## config.mk

```make
export PLATFORM = sky130hd
export DESIGN_NAME = bounded_deque_with_search
export DESIGN_NICKNAME = d
export VERILOG_FILES = /design/src/hdl/bdqs_pkg.sv /design/src/hdl/bdqs_store.sv /design/src/hdl/bounded_deque_with_search.sv
export SDC_FILE = /design/constraint.sdc
export NUM_CORES = 1
export LEC_CHECK = 0
export ABC_AREA = 1
export BUFFER_PORTS_ARGS = -buffer_cell sky130_fd_sc_hd__clkbuf_2
export CORE_UTILIZATION = 60
export CTS_BUF_LIST = sky130_fd_sc_hd__clkbuf_16
export DETAILED_ROUTE_END_ITERATION = 8
export PLACE_DENSITY = 0.77
export SLEW_MARGIN = 10
export SYNTH_ARGS = -nofsm -noshare
export SYNTH_HDL_FRONTEND = slang
export SYNTH_SLANG_ARGS = --single-unit
```

## constraint.sdc

```tcl
create_clock -name clk -period 7.4 [get_ports clk]
set_clock_uncertainty 0.2 [all_clocks]
set_input_delay 2.22 -clock clk [delete_from_list [all_inputs] [get_ports clk]]
set_output_delay 2.22 -clock clk [all_outputs]
set_load 0.1 [all_outputs]
```

## src/hdl/bdqs_pkg.sv

```systemverilog
// Package for the bounded deque with search: sizes, command and status codes,
// the store write-port type and the circular slot helper. No dependencies.
`default_nettype none
package bdqs_pkg;

	localparam int CAPACITY = 16;
	localparam int IDX_W    = $clog2(CAPACITY);
	localparam int CNT_W    = $clog2(CAPACITY + 1);
	localparam int VAL_W    = 32;
	localparam int CMD_W    = 3;
	localparam int STS_W    = 2;
	localparam int POS_W    = 4;

	localparam logic [CMD_W-1:0] CMD_INS_FRONT = 3'd0;
	localparam logic [CMD_W-1:0] CMD_INS_BACK  = 3'd1;
	localparam logic [CMD_W-1:0] CMD_REM_FRONT = 3'd2;
	localparam logic [CMD_W-1:0] CMD_REM_BACK  = 3'd3;
	localparam logic [CMD_W-1:0] CMD_SEARCH    = 3'd4;

	localparam logic [STS_W-1:0] STS_DONE  = 2'd0;
	localparam logic [STS_W-1:0] STS_EMPTY = 2'd1;
	localparam logic [STS_W-1:0] STS_FULL  = 2'd2;

	localparam logic [CNT_W-1:0] CNT_FULL = CNT_W'(CAPACITY);
	localparam logic [IDX_W-1:0] IDX_LAST = IDX_W'(CAPACITY - 1);

	typedef struct packed {
		logic             en;
		logic [IDX_W-1:0] addr;
		logic [VAL_W-1:0] data;
	} bdqs_wr_t;

	// store slot of the entry at a given offset from the front
	function automatic logic [IDX_W-1:0] slot_of(input logic [IDX_W-1:0] front,
			input logic [CNT_W-1:0] off);
		logic [CNT_W:0] sum;
		sum = {{(CNT_W + 1 - IDX_W){1'b0}}, front} + {1'b0, off};
		if (sum >= (CNT_W + 1)'(CAPACITY)) begin
			sum = sum - (CNT_W + 1)'(CAPACITY);
		end
		return sum[IDX_W-1:0];
	endfunction

endpackage
`default_nettype wire

```

## src/hdl/bdqs_store.sv

```systemverilog
// Value store of the deque: one write port, one registered read port.
// Depends on bdqs_pkg for sizes and the write-port type.
`default_nettype none
module bdqs_store (
	input  wire logic                      clk,
	input  wire bdqs_pkg::bdqs_wr_t        wr,
	input  wire logic [bdqs_pkg::IDX_W-1:0] raddr,
	output logic [bdqs_pkg::VAL_W-1:0]     rdata
);

	logic [bdqs_pkg::VAL_W-1:0] mem_q [bdqs_pkg::CAPACITY];

	always_ff @(posedge clk) begin
		if (wr.en) begin
			mem_q[wr.addr] <= wr.data;
		end
		rdata <= mem_q[raddr];
	end

endmodule
`default_nettype wire

```

## src/hdl/bounded_deque_with_search.sv

```systemverilog
// Bounded deque of signed 32-bit words with a front-to-back linear search.
// Inserts, removals, unknown words and searches of an empty list: result in the cycle after acceptance.
// Search: one read prime, then one compare per cycle; busy holds until it answers,
// on the first hit, or on a miss once the last entry has been compared.
// Results are shown for one cycle on done and cannot be stalled.
// Reset (arst_n low, asynchronous) empties the list; store contents are not cleared.
`default_nettype none
module bounded_deque_with_search (
	input  wire logic                         clk,
	input  wire logic                         arst_n,
	input  wire logic                         start,
	output logic                              busy,
	input  wire logic [bdqs_pkg::CMD_W-1:0]   command,
	input  wire logic signed [bdqs_pkg::VAL_W-1:0] value,
	output logic                              done,
	output logic [bdqs_pkg::STS_W-1:0]        status,
	output logic                              found,
	output logic [bdqs_pkg::POS_W-1:0]        position,
	output logic [bdqs_pkg::CNT_W-1:0]        count,
	output logic                              is_empty
);

	localparam logic S_IDLE = 1'b0;
	localparam logic S_SCAN = 1'b1;

	logic                          state_q;
	logic [bdqs_pkg::IDX_W-1:0]    front_q;
	logic [bdqs_pkg::CNT_W-1:0]    cnt_q;
	logic [bdqs_pkg::VAL_W-1:0]    key_q;
	logic [bdqs_pkg::CNT_W-1:0]    rd_off_q;
	logic [bdqs_pkg::CNT_W-1:0]    cmp_off_q;
	logic                          cmp_vld_q;

	logic                          done_q;
	logic [bdqs_pkg::STS_W-1:0]    status_q;
	logic                          found_q;
	logic [bdqs_pkg::POS_W-1:0]    position_q;

	logic                          accept;
	logic                          full;
	logic                          empty;
	logic [bdqs_pkg::IDX_W-1:0]    front_dec;
	logic [bdqs_pkg::IDX_W-1:0]    front_inc;
	logic [bdqs_pkg::VAL_W-1:0]    rdata;
	logic                          hit;
	logic                          last;
	bdqs_pkg::bdqs_wr_t            wr;

	assign busy   = (state_q != S_IDLE);
	assign accept = start && !busy;
	assign full   = (cnt_q >= bdqs_pkg::CNT_FULL);
	assign empty  = (cnt_q == '0);

	assign front_dec = (front_q == '0) ? bdqs_pkg::IDX_LAST : front_q - 1'b1;
	assign front_inc = (front_q == bdqs_pkg::IDX_LAST) ? '0 : front_q + 1'b1;

	always_comb begin
		wr.en   = 1'b0;
		wr.addr = bdqs_pkg::slot_of(front_q, cnt_q);
		wr.data = value;
		if (accept && !full) begin
			if (command == bdqs_pkg::CMD_INS_FRONT) begin
				wr.en   = 1'b1;
				wr.addr = front_dec;
			end else if (command == bdqs_pkg::CMD_INS_BACK) begin
				wr.en   = 1'b1;
			end
		end
	end

	bdqs_store u_store (
		.clk   (clk),
		.wr    (wr),
		.raddr (bdqs_pkg::slot_of(front_q, rd_off_q)),
		.rdata (rdata)
	);

	assign hit  = cmp_vld_q && (rdata == key_q);
	assign last = cmp_vld_q && (cmp_off_q == cnt_q - 1'b1);

	always_ff @(posedge clk or negedge arst_n) begin
		if (!arst_n) begin
			state_q    <= S_IDLE;
			front_q    <= '0;
			cnt_q      <= '0;
			key_q      <= '0;
			cmp_vld_q  <= 1'b0;
			rd_off_q   <= '0;
			cmp_off_q  <= '0;
			done_q     <= 1'b0;
			status_q   <= bdqs_pkg::STS_DONE;
			found_q    <= 1'b0;
			position_q <= '0;
		end else begin
			done_q <= 1'b0;
			unique case (state_q)
				S_IDLE: begin
					if (accept) begin
						status_q   <= bdqs_pkg::STS_DONE;
						found_q    <= 1'b0;
						position_q <= '0;
						key_q      <= value;
						rd_off_q   <= '0;
						cmp_off_q  <= '0;
						cmp_vld_q  <= 1'b0;
						done_q     <= 1'b1;
						unique case (command)
							bdqs_pkg::CMD_INS_FRONT: begin
								if (full) begin
									status_q <= bdqs_pkg::STS_FULL;
								end else begin
									front_q <= front_dec;
									cnt_q   <= cnt_q + 1'b1;
								end
							end
							bdqs_pkg::CMD_INS_BACK: begin
								if (full) begin
									status_q <= bdqs_pkg::STS_FULL;
								end else begin
									cnt_q <= cnt_q + 1'b1;
								end
							end
							bdqs_pkg::CMD_REM_FRONT: begin
								if (empty) begin
									status_q <= bdqs_pkg::STS_EMPTY;
								end else begin
									front_q <= front_inc;
									cnt_q   <= cnt_q - 1'b1;
								end
							end
							bdqs_pkg::CMD_REM_BACK: begin
								if (empty) begin
									status_q <= bdqs_pkg::STS_EMPTY;
								end else begin
									cnt_q <= cnt_q - 1'b1;
								end
							end
							bdqs_pkg::CMD_SEARCH: begin
								// an empty list answers at once
								if (!empty) begin
									done_q  <= 1'b0;
									state_q <= S_SCAN;
								end
							end
							default: begin
							end
						endcase
					end
				end
				S_SCAN: begin
					if (hit) begin
						found_q    <= 1'b1;
						position_q <= cmp_off_q[bdqs_pkg::POS_W-1:0];
						done_q     <= 1'b1;
						cmp_vld_q  <= 1'b0;
						state_q    <= S_IDLE;
					end else if (last) begin
						done_q    <= 1'b1;
						cmp_vld_q <= 1'b0;
						state_q   <= S_IDLE;
					end else begin
						// compare next cycle the word read now
						cmp_vld_q <= 1'b1;
						cmp_off_q <= rd_off_q;
						rd_off_q  <= rd_off_q + 1'b1;
					end
				end
				default: begin
					state_q <= S_IDLE;
				end
			endcase
		end
	end

	assign done     = done_q;
	assign status   = status_q;
	assign found    = found_q;
	assign position = position_q;
	assign count    = cnt_q;
	assign is_empty = empty;

endmodule
`default_nettype wire
```

-- Word level (Yosys, flattened, before mapping)
Memory sizes are Yosys's and may differ from the RTL's. A register that Yosys moved wholly into a read port is not among the register bits.
Index checks and enable logic that the tools add are counted.
- reductions and logical operators: 18
- bitwise logic cells: 1
- mux-type cells: 45
- add/sub/neg operators: 9
- equal/unequal tests: 15
- $lt $le $gt $ge: 3
- operators by type and width (kind ; count):
    two-way mux 5 bit ; 8
    two-way mux 4 bit ; 9
    equality test 32 bit ; 1
    one-hot mux 5 bit (2 select lines) ; 3
    two-way mux 1 bit ; 17
    one-hot mux 4 bit (2 select lines) ; 2
    != test 2 bit, second input constant ; 7
    adder 4 x 5 -> 6 bit ; 2
    >= comparator 6 x 5 -> 1 bit, second input constant ; 2
    subtractor 4 x 1 -> 4 bit, second input constant ; 3
    adder 5 x 1 -> 5 bit, second input constant ; 2
    AND reduction 5 bit ; 2
    one-hot mux 1 bit (2 select lines) ; 4
    equality test 3 x 2 -> 1 bit, second input constant ; 2
    equality test 5 bit ; 1
    >= comparator 5 bit, second input constant ; 1
    zero test 5 bit ; 1
    subtractor 5 x 1 -> 5 bit, second input constant ; 1
    adder 4 x 1 -> 4 bit, second input constant ; 1
    equality test 4 bit, second input constant ; 1
    logical AND 1 bit ; 4
    zero test 4 bit ; 1
    one-hot mux 2 bit (2 select lines) ; 1
    AND reduction 2 bit ; 2
    other kinds (10) ; 13
- memories: 1
- register bits after elaboration: 61
- bits of input ports: 38
- output and inout port bits: 15
- memory bits (writable): 512
- memories (name ; depth ; width ; rd ports ; clocked after memory_dff ; wr ports ; line ; source):
    u_store.mem_q ; 16 ; 32 ; 1 ; 1 ; 1 ; bdqs_store.sv:11 ; logic [bdqs_pkg::VAL_W-1:0] mem_q [bdqs_pkg::CAPACITY];

-- Depth between registers and ports, before layout
- depth after elaboration: 7
- gate-level depth with buffers: 13

-- By module
A second synthesis with hierarchy kept.
- cell total of the unflattened synthesis: 2636
- area total of the unflattened synthesis: 26490.4 µm²
- modules (own cells, without submodules) (module ; sequential area each (µm²) ; times used ; area each (µm²) ; cells an instance):
    bdqs_store ; 16015.4 ; 1 ; 22730.6 ; 2120
    bounded_deque_with_search ; 1526.5 ; 1 ; 3759.9 ; 516

-- Least setup slack after synthesis
No wires, ideal clock.
- path type: input -> register
- start point: input command[0] in the netlist's numbering
- end point: memory u_store.mem_q[12][0] in the netlist's numbering (enable)
- data required time: 6779 ps
- cell stages on the path: 6
- arrival: 4392 ps
- path buffers: 0
- path slack: 2387 ps
- path through: nor2_2 -> nand4_4 -> o21ai_2 -> inv_2 -> or2_1 -> nor2_1
- word-level cells in the longest chain between the ends: 6
- elaborated cells between the ends (all ways): 8
- those cells by class: eq/ne: 1; mux: 6; reduce/logical: 1
- ends and longest elaborated chain (what ; line ; source):
    from (decl) ; bounded_deque_with_search.sv:13 ; input wire logic [bdqs_pkg::CMD_W-1:0] command,
    equality test 3 x 1 -> 1 bit ; bounded_deque_with_search.sv:65 ; end else if (command == bdqs_pkg::CMD_INS_BACK) begin
    two-way mux 1 bit ; bounded_deque_with_search.sv:65 ;
    two-way mux 1 bit ; bounded_deque_with_search.sv:62 ; if (command == bdqs_pkg::CMD_INS_FRONT) begin
    two-way mux 5 bit * ; bounded_deque_with_search.sv:61 ; if (accept && !full) begin
    two-way mux 1 bit ; bdqs_store.sv:14 ; if (wr.en) begin
    two-way mux 1 bit (implied by the code) ; bdqs_store.sv:15 ; mem_q[wr.addr] <= wr.data;
    to (decl) ; bdqs_store.sv:11 ;
Every way passes the cells marked *; elsewhere a longest branch is shown, timed or not.

-- Worst setup path after layout
- start point: input start
- end point: memory u_store.mem_q[4][2] in the netlist's numbering (enable)
- word-level cells in the longest chain between the ends: 5
- ends and longest elaborated chain (what ; line ; source):
    from (decl) ; bounded_deque_with_search.sv:11 ; input wire logic start,
    logical AND 1 bit * ; bounded_deque_with_search.sv:50 ; assign accept = start && !busy;
    logical AND 1 bit * ; bounded_deque_with_search.sv:61 ;
    two-way mux 5 bit * ; bounded_deque_with_search.sv:61 ;
    two-way mux 1 bit ; bdqs_store.sv:14 ;
    two-way mux 1 bit (implied by the code) ; bdqs_store.sv:15 ;
Marked as above.

==> results.md <==
* ANT cells at 0
* RD Place Congestion at 0.892
* Syn_nets at 1963
* Via density at about 6
* Final min period at 4980 ps
* Final period util at 67.3%
* CP required at 7420 ps
* Die W at 205 microns
* #FFs+latches synth at 605
* Clock Latency Late Sink at 620 ps
* First-pass detailed-route iteration total at 8
* Htree depth at 2
* Hold Fails Final Rpt at 0
* CP Capture Type: register
* Top FF cell, synth: edfxtp_1
* Die area at 42100 sq um
* Port Buffers at 52
* Clock transition at path regs at ~60 ps
* Synthesis-to-layout area growth at 9.83%
* Maximum net fanout on the critical path at between 50 and 60
* Critical Path, Cell by Cell: clkbuf_2, nand2_4, inv_4, nand4_4, o21ai_1, nand3_1, nor2_4
* Post-synth EDFFs at 512
* Most frequent cells in the layout: edfxtp_1, nand2_1, inv_1
* Initial DRC Count at 1855
* Max-slew violations at 0
* Max_cap viols at 0
* Unrepaired setup endpoints after global routing: no
* Critical path type: input port to register
* CTS hold repair buffers at 0
* Post-route ant nets at 0
* Die Height at 205 microns
* Post-Syn Area at 24800 sq um
* Cells after synthesis at 1912
* Worst-Margin Slew at 1150 ps
* NumNets Final at 1985
* Pin count of the biggest net entering global routing at 142
* Largest stage delay on the critical path at 1030 ps
* CTS max path bufs at 3
* Synth warnings at 0
* Setup bufs post-CTS at 0
* Worst Path Buf+Inv at 2
* CP max-delay cell: nor2_4
* Cell Rows at between 70 and 80
* Slew margin rel. at 23.2%
* Antenna violations before repair at 0
* Arr. time, crit path at 5000 ps
* Library cells used by synthesis at 40
* Final setup margin at 2420 ps
* Vias at 15096
* Core area at 40800 sq um
* Top delay family on crit path: simple AND/OR/NAND/NOR gates
* Post-Route WL at 54700 microns
* Most common cell after layout, fill and taps aside: edfxtp_1
* Clock Tree Root: clkbuf_16
* Total CTS buffers at 57
* Setup-failing EPs final at 0
* GRT overflow at 0
* Status: finished clean
* Seq/Total Area, Yosys at 70.8%
* TritonCTS clock tree: yes
* Min-Delay Path Class: register to register
* Via count of the first global-routing pass at 14449
* CP startpoint kind: input port
* Post-synth ARST share at 10.1%
* First-pass GRT wire length at 83100 microns
* Total track usage at 26.6%
* Drt drc at 0
* DP Worst Slack at 1820 ps
* Share of post-route cells with drive strength above 1 at ~9%
* Avg Cell Area, Syn at 13.0 sq um
* Initial core utilization at between 60% and 70%
* Setup TNS at 0 ps
* Fmax at 201 MHz
* Post-DP HPWL at approximately 33000 microns
* CTS resizes at 0
* Num ports at 53
* Clk sinks at 605
* Fillcell total at 2767
* WL/cell at 21.8 microns
## logic make-up after synthesis
kind of cell	count (synthesis)	share of synthesized area [%]
flops	605	70.8
compound gates	458	10.6
simple gates	384	6.60
buf+inv	300	5.20
mux	128	5.17
xor+xnor	24	0.954
fa+ha+maj	13	0.717
## synthesized netlist by cell type, types with 2 or more instances
cell	n	share of area, %
a21oi_1	130	2.6
a31oi_1	2	0.050
buf_2	27	0.55
buf_4	2	0.061
buf_6	16	0.73
clkbuf_1	53	0.80
dfrtp_1	61	6.2
dfxtp_1	32	2.6
edfxtp_1	512	62
fa_1	2	0.16
ha_1	11	0.56
inv_1	195	3.0
inv_2	5	0.076
mux2i_1	128	5.2
nand2_1	237	3.6
nand3_1	67	1.4
nand3_2	3	0.12
nand4_1	11	0.28
nor2_1	55	0.83
nor2_2	2	0.050
o211ai_1	130	3.9
o21ai_0	156	3.1
o21ai_1	36	0.73
o22ai_1	2	0.050
or2_1	2	0.050
xnor2_1	12	0.42
xor2_1	10	0.35
## routing by layer
metal,wire length [microns],vias up,GRT usage (%)
li1,-,6921,-
met1,23000,7398,38.1
met5,0,-,0
met3,5250,77,6.00
met4,1050,0,7.91
met2,25400,700,40.9
## registers in the layout, summed over array words and instances, names as in the netlist
name,flops
rd_off_q,5
key_q,32
position,4
u_store.rdata,32
found,1
front_q,4
done,1
count,5
cmp_off_q,5
u_store.mem_q,512
cmp_vld_q,1
status,2
busy,1
## through the flow
stage | utilization, % | cells | area (sq um) | hold slack [ps]
floorplan | - | 1912 | 24800 | 264
CTS | 66.7 | 2511 | 27200 | 287
detailed placement | 62.3 | 2407 | 25400 | 271
global route | 66.7 | 2511 | 27200 | 322
global placement | 62.3 | 2407 | 25400 | 270
finish | 66.7 | 2511 | 27200 | 285
## cell type report
class | count | area, sq um | area share, %
flip-flops and latches | 605 | 17500 | 64.4
well taps | 532 | 666 | 2.44
multi-input cells | 1007 | 6130 | 22.5
clock buffers | 57 | 1430 | 5.24
clock inverters | 47 | 357 | 1.31
repair buffers | 62 | 348 | 1.28
inverters | 201 | 759 | 2.79
## final timing paths
path	slack [ps]	cells past startpoint	startpoint	to
min in group asynchronous	1560	2	arst_n	count[3]$_DFFE_PN0P_
max in group asynchronous	4890	2	arst_n	position[2]$_DFFE_PN0P_
worst min-delay path	290	2	found$_DFFE_PN0P_	found$_DFFE_PN0P_
worst min register to register	290	2	found$_DFFE_PN0P_	found$_DFFE_PN0P_
worst max-delay path	2420	7	start	u_store.mem_q[4][2]$_DFFE_PP_
worst max register to register	3100	7	front_q[1]$_DFFE_PN0P_	u_store.rdata[18]$_DFF_P_
## worst min-delay path, cell delays in order (launching register included)
cell	delay, ps
dfrtp_1	340
nand2_1	60
nand2_1	50
Power is left out: the tool's default activity adds up to more than one toggle a clock period on the data nets, which glitch-free logic cannot reach.
